`config.mk`:
```
export PLATFORM = sky130hd
export DESIGN_NAME = pamd_front
export DESIGN_NICKNAME = d
export VERILOG_FILES = /design/src/design/pamd_pkg.sv /design/src/design/pamd_front.sv
export SDC_FILE = /design/constraint.sdc
export NUM_CORES = 1
export LEC_CHECK = 0
export BUFFER_PORTS_ARGS = -buffer_cell sky130_fd_sc_hd__buf_2
export CORE_ASPECT_RATIO = 1.2
export CORE_MARGIN = 2
export CORE_UTILIZATION = 57
export CTS_CLUSTER_DIAMETER = 30
export DETAILED_ROUTE_END_ITERATION = 12
export GPL_TIMING_DRIVEN = 0
export PLACE_DENSITY = 0.85
export SYNTH_ARGS = -nofsm -noshare
export SYNTH_HDL_FRONTEND = slang
export SYNTH_SLANG_ARGS = --single-unit
```
`constraint.sdc`:
```
create_clock -name clk -period 6.4 [get_ports clk]
set_clock_uncertainty 0.05 [all_clocks]
set_input_delay 0.96 -clock clk [delete_from_list [all_inputs] [get_ports clk]]
set_output_delay 0.96 -clock clk [all_outputs]
set_load 0.005 [all_outputs]
```
`src/design/pamd_pkg.sv`:
```
// shared types and constants for the privileged address map decoder
package pamd_pkg;

  // transaction opcodes
  localparam logic [2:0] OP_DECODE     = 3'd0;
  localparam logic [2:0] OP_ADD_REGION = 3'd1;
  localparam logic [2:0] OP_REM_REGION = 3'd2;
  localparam logic [2:0] OP_ADD_REG    = 3'd3;
  localparam logic [2:0] OP_REM_REG    = 3'd4;

  // result status codes
  localparam logic [3:0] ST_REG_HIT    = 4'd0;
  localparam logic [3:0] ST_REGION_HIT = 4'd1;
  localparam logic [3:0] ST_NO_MATCH   = 4'd2;
  localparam logic [3:0] ST_OVERLAP    = 4'd3;
  localparam logic [3:0] ST_MISFIT     = 4'd4;
  localparam logic [3:0] ST_DUPLICATE  = 4'd5;
  localparam logic [3:0] ST_NOT_FOUND  = 4'd6;
  localparam logic [3:0] ST_DONE       = 4'd7;
  localparam logic [3:0] ST_FULL       = 4'd8;

  // privilege and table codes
  localparam logic [1:0] LVL_SYS  = 2'd0;
  localparam logic [1:0] LVL_USR  = 2'd1;
  localparam logic [1:0] LVL_BOTH = 2'd2;

  // packed widths of the stream payloads
  localparam int IN_BITS  = 3 + 16 + 16 + 17 + 2 + 16;
  localparam int IN_BYTES = (IN_BITS + 7) / 8;
  localparam int OUT_BITS = 4 + 4 + 16 + 2 + 5 + 16;
  localparam int OUT_BYTES = (OUT_BITS + 7) / 8;

  // classified command from the front end
  typedef struct packed {
    logic [2:0]  opcode;
    logic [15:0] address;
    logic [15:0] range_end;
    logic [16:0] resource_size;
    logic [1:0]  owner;
    logic [15:0] target_id;
  } cmd_t;

  // result transaction
  typedef struct packed {
    logic [3:0]  status;
    logic [3:0]  region_index;
    logic [15:0] local_address;
    logic [1:0]  register_map;
    logic [4:0]  register_slot;
    logic [15:0] assigned_id;
  } res_t;

endpackage

```
`src/design/pamd_front.sv`:
```
// front end: accepts input transactions, drops unused opcodes, feeds command queue
module pamd_front (
  input  logic                clk,
  input  logic                rst,
  input  logic                in_valid,
  output logic                in_ready,
  input  pamd_pkg::cmd_t      in_cmd,
  output logic                q_valid,
  input  logic                q_ready,
  output pamd_pkg::cmd_t      q_cmd
);
  import pamd_pkg::*;

  cmd_t        slot [2];
  logic [1:0]  count;
  logic        wr_ptr;
  logic        rd_ptr;
  logic        push;
  logic        pop;
  logic        known;

  // opcodes five to seven carry no result and are dropped here
  assign known    = (in_cmd.opcode <= OP_REM_REG);
  assign in_ready = (count != 2'd2);
  assign push     = in_valid && in_ready && known;
  assign pop      = q_valid && q_ready;
  assign q_valid  = (count != 2'd0);
  assign q_cmd    = slot[rd_ptr];

  // two entry command queue
  always_ff @(posedge clk) begin
    if (rst) begin
      count  <= 2'd0;
      wr_ptr <= 1'b0;
      rd_ptr <= 1'b0;
    end else begin
      if (push) begin
        wr_ptr <= ~wr_ptr;
      end
      if (pop) begin
        rd_ptr <= ~rd_ptr;
      end
      count <= count + {1'b0, push} - {1'b0, pop};
    end
  end

  always_ff @(posedge clk) begin
    if (push) begin
      slot[wr_ptr] <= in_cmd;
    end
  end

`ifndef SYNTHESIS
  a_no_overflow: assert property (@(posedge clk) disable iff (rst)
    count == 2'd2 |-> !push) else $error("queue overflow");
  a_no_underflow: assert property (@(posedge clk) disable iff (rst)
    count == 2'd0 |-> !pop) else $error("queue underflow");
  a_count_range: assert property (@(posedge clk) disable iff (rst)
    count != 2'd3) else $error("bad queue count");
`endif

endmodule

```
== Word level (Yosys, flattened, before mapping) ==
Memory sizes are Yosys's and may differ from the RTL's. A register that Yosys moved wholly into a read port is not among the register bits.
Index checks and enable logic that the tools add are counted.

* Bitwise gates (word level): 2
* Add/subtract/negate cells: 2
* Eq/ne operators: 1
* Mux-type cells: 4
* Reductions and logical operators: 4
* Order comparisons: 1

{| class="wikitable"
|+ Operator list
! kind !! count
|-
| 1-bit two-way mux || 4
|-
| 3-bit less-or-equal comparator, second input constant || 1
|-
| 1-bit logical AND || 3
|-
| 2-bit by 1-bit adder with 2-bit output || 1
|-
| 2-bit != test, second input constant || 1
|-
| 1-bit inverter || 2
|-
| 2-bit nonzero test || 1
|-
| 2-bit by 1-bit subtractor with 2-bit output || 1
|}

* Bits in writable memories: 140
* Register bits: 4
* Logic and storage cells: 18
* Memories kept: 1
* Input port bits: 74
* Output and inout port bits: 72

{| class="wikitable"
|+ Memory list
! memory !! depth !! bits a word !! rd ports !! clocked after memory_dff !! write ports !! line !! text
|-
| slot || 2 || 70 || 1 || 1 || 1 || pamd_front.sv:14 || <nowiki>cmd_t slot [2];</nowiki>
|}

== Longest topological paths before layout ==
* Word-level depth: 5
* Gate-level depth with buffers: 8
* Gate-level depth less buffers: 8

== Worst setup path before layout ==
OpenSTA, ideal clock, no wires.

* Kind: in2reg
* Start point: input port in_cmd[68] in the netlist's numbering
* End point: memory slot[0][0] in the netlist's numbering (enable)
* Setup time: 498 ps
* Arrival time: 4160 ps
* Required time: 5852 ps
* Stages on the path: 3
* Path slack: 1692 ps
* Path buffers: 0
* Path through: o21ai_2 > nand3_4 > nor2_1

* Cells in the longest elaborated chain, start to end: 4

{| class="wikitable"
|+ RTL lines
! what !! line !! text
|-
| start, declared || pamd_front.sv:7 || <nowiki>input pamd_pkg::cmd_t in_cmd,</nowiki>
|-
| 3-bit less-or-equal comparator || pamd_front.sv:23 || <nowiki>assign known = (in_cmd.opcode <= OP_REM_REG);</nowiki>
|-
| 1-bit logical AND || pamd_front.sv:25 || <nowiki>assign push = in_valid && in_ready && known;</nowiki>
|-
| 1-bit two-way mux || pamd_front.sv:48 || <nowiki>if (push) begin</nowiki>
|-
| 1-bit two-way mux (not written as such) || pamd_front.sv:49 || <nowiki>slot[wr_ptr] <= in_cmd;</nowiki>
|-
| end, declared || pamd_front.sv:14 ||
|}

No other way between the ends.

==> impl_metrics.ini <==
[yosys]
synthAdderAreaFrac_pct = 0.442
synth_compound_gate_area_share_pct = 0.287
synth_area_sq_mm = 0.00566
synth.distinct_cells = 18
synth_top_family_by_area = multiplexers
synth-seq-cells = 145
avgSynthCellArea_sq_um = 23.1
synth_fp_nets = 321
synth_xor_xnor_area_share_pct = 0.309
ys_seq_area_share_pct = 76.0
yosysWarnings = 0
synthCells = 245
synth-simple-area-share_pct = 1.35
synthMuxAreaShare_pct = 18.8

[finish]
regArea_sq_mm = 0.00430
diodes = 0
nNetsFinal = 489
multiInputGateArea_sq_mm = 0.00122
fillers = 577
instances_no_fill = 547
drive_gt1_share_pct = 60.6
syn_to_final_growth_pct = 26.9

[power_and_ir_drop]
vdd_drop_max_mv = 0.304
leakage_uw = 0.00285
power.density_mw_per_mm2 = 393

[drt]
met1_length_um = 3380
wl_met3_um = 534
routedWlPerCell_um = 17.0
routed_wl_um = 9310
first_iter_violations = 154
ant_nets = 0
dr.pass1.iters = 4
vias = 2745
vias_per_cell = 5.02
met2WireLength_um = 5150
top_layer_used = met4
drc = 0

[clock_tree]
clk_latency_ns = 0.41
tritoncts = yes
cts.htree.levels = 4
cts_inserted_buffers = 17
cts_resized = 0
path_clk_slew_ns = 0.06
cts_sinks = 145
cts_root_buf = clkbuf_16
postCtsHoldBufs = 0
post_cts_buffers = 0
cts_buffer_depth = 2

[sta]
relSlewSlack_pct = 59.8
slew_violations = 0
report.final.hold_viol_count = 0
tns_ns = 0
period_share_pct = 39.8
worst_pin_slew_ns = 0.602
setup_violations = 0
clock.fmax_ghz = 0.392
rsz0062_at_grt = false
period_minus_slack_ns = 2.55

[place]
placed_cells = 517
portBuffers = 145
dp_hpwl_um = 6530
gp_congestion = 0.724

[min_path]
hold_class = reg2reg
min_to = rd_ptr$_SDFFE_PP0P_
holdCritStartpoint = rd_ptr$_SDFFE_PP0P_
min_path_cells = 2

[die]
rows = 39
dieHeight_um = 113
die-area_sq_mm = 0.0108
die_x_um = 95
core_sq_mm = 0.00961
start_util_pct = 58.9
io_pins = 146

[critical_path]
criticalPathCategory = reg2out
timing.rr.end = slot[0][51]$_DFFE_PP_
timing.reg2reg.setup_slack_ns = 4.36
crit_fanout = 10
cp-end-kind = output port
reg2reg_from = count[0]$_SDFF_PP0_
cp.required_ns = 5.39
worstRegToRegCells = 5
cp_data_arrival_time_ns = 1.54
start_kind = register

[run]
drv_cap = 0

[global_routing]
grt_max_degree = 32
grt_pass1_vias = 2842
grtUsageTotal_pct = 18.0
antenna_found_initial = 0
grt_first_pass_wirelength_um = 13900
grt.overflow.total = 0

[status]
status = completed
## cells by family (layout without fill, tap and decap cells)
logic type | after synthesis | after routing
and+or+nand+nor | 13 | 13
buffers and inverters | 10 | 189
AOI/OAI and AO/OA | 2 | 2
xor gates and xnor gates | 2 | 2
DFF | 145 | 145
adders and majority gates | 2 | 2
muxes | 71 | 71
## placed cells by master (no fill, tap or decap), types with 3 or more instances in the layout
cell       count
clkinv_2       4
clkbuf_16     17
mux2_4        71
buf_12         9
clkinv_1       4
dfxtp_1        5
clkbuf_1       3
nor2_1         5
edfxtp_1     140
buf_2        145
## flip-flops by register name (all words and copies together) (netlist names), named ones only
register and cells:
slot 140, rd_ptr 1, wr_ptr 1, count 2
## critical path, stage by stage (launching register included)
cell and delay, ns:
dfxtp_1 0.32, buf_6 0.20, buf_12 0.17, mux2_4 0.31
buf_2 0.13
## synthesized netlist by cell type
cell type,n,area (sq um)
nor2b_1,1,6.26
inv_1,2,7.51
ha_1,2,25.0
o21ai_2,1,8.76
o21a_1,1,7.51
or2_2,1,6.26
xor2_1,1,8.76
buf_6,1,11.3
buf_12,7,140
nor3_1,1,5.00
nand2b_2,1,8.76
mux2_4,71,1070
edfxtp_1,140,4200
xnor2_1,1,8.76
and2_1,1,6.26
nand3_4,1,17.5
nor2_1,7,26.3
dfxtp_1,5,100
## worst max-delay path by stage
stage                                  to
detailed placement  slot[0][36]$_DFFE_PP_
finish                          q_cmd[57]
floorplan            slot[0][0]$_DFFE_PP_
global route                    q_cmd[13]
CTS                              q_cmd[5]
global placement    slot[1][41]$_DFFE_PP_
## power by group
part           leakage (uW)  switching (uW)  internal, uW
clock              0.000263             328           559
combinational       0.00125             304           446
sequential          0.00133            30.7          1160
total               0.00285             663          2160
## layout make-up
class	count	share of cell area, %
flip-flops and latches	145	59.9
multi-input cells	90	16.9
repair buffers	149	11.4
clock buffers	20	6.08
well taps	123	2.14
plain buffers	8	2.11
clock inverters	10	1.32
inverters	2	0.104
## metrics by stage
stage | utilization, % | hold slack, ns | total power (uW) | cell area [sq um] | setup slack [ns]
after CTS | 74.7 | 0.475 | 2860 | 7190 | 3.82
after detailed placement | 69.2 | 0.480 | 1970 | 6650 | 3.61
final | 74.7 | 0.467 | 2830 | 7190 | 3.85
after global routing | 74.7 | 0.486 | 2950 | 7190 | 3.78
after floorplan | - | 0.431 | 1720 | 5660 | 1.69
after global placement | 68.1 | 0.445 | 1940 | 6540 | 0.153
## per-layer routing
layer | up-vias | track usage, %
met5 | - | 0
met4 | 0 | 10.2
met3 | 20 | 5.99
met2 | 87 | 31.3
met1 | 1333 | 18.7
li1 | 1305 | -
(Power assumes the default switching activity.)
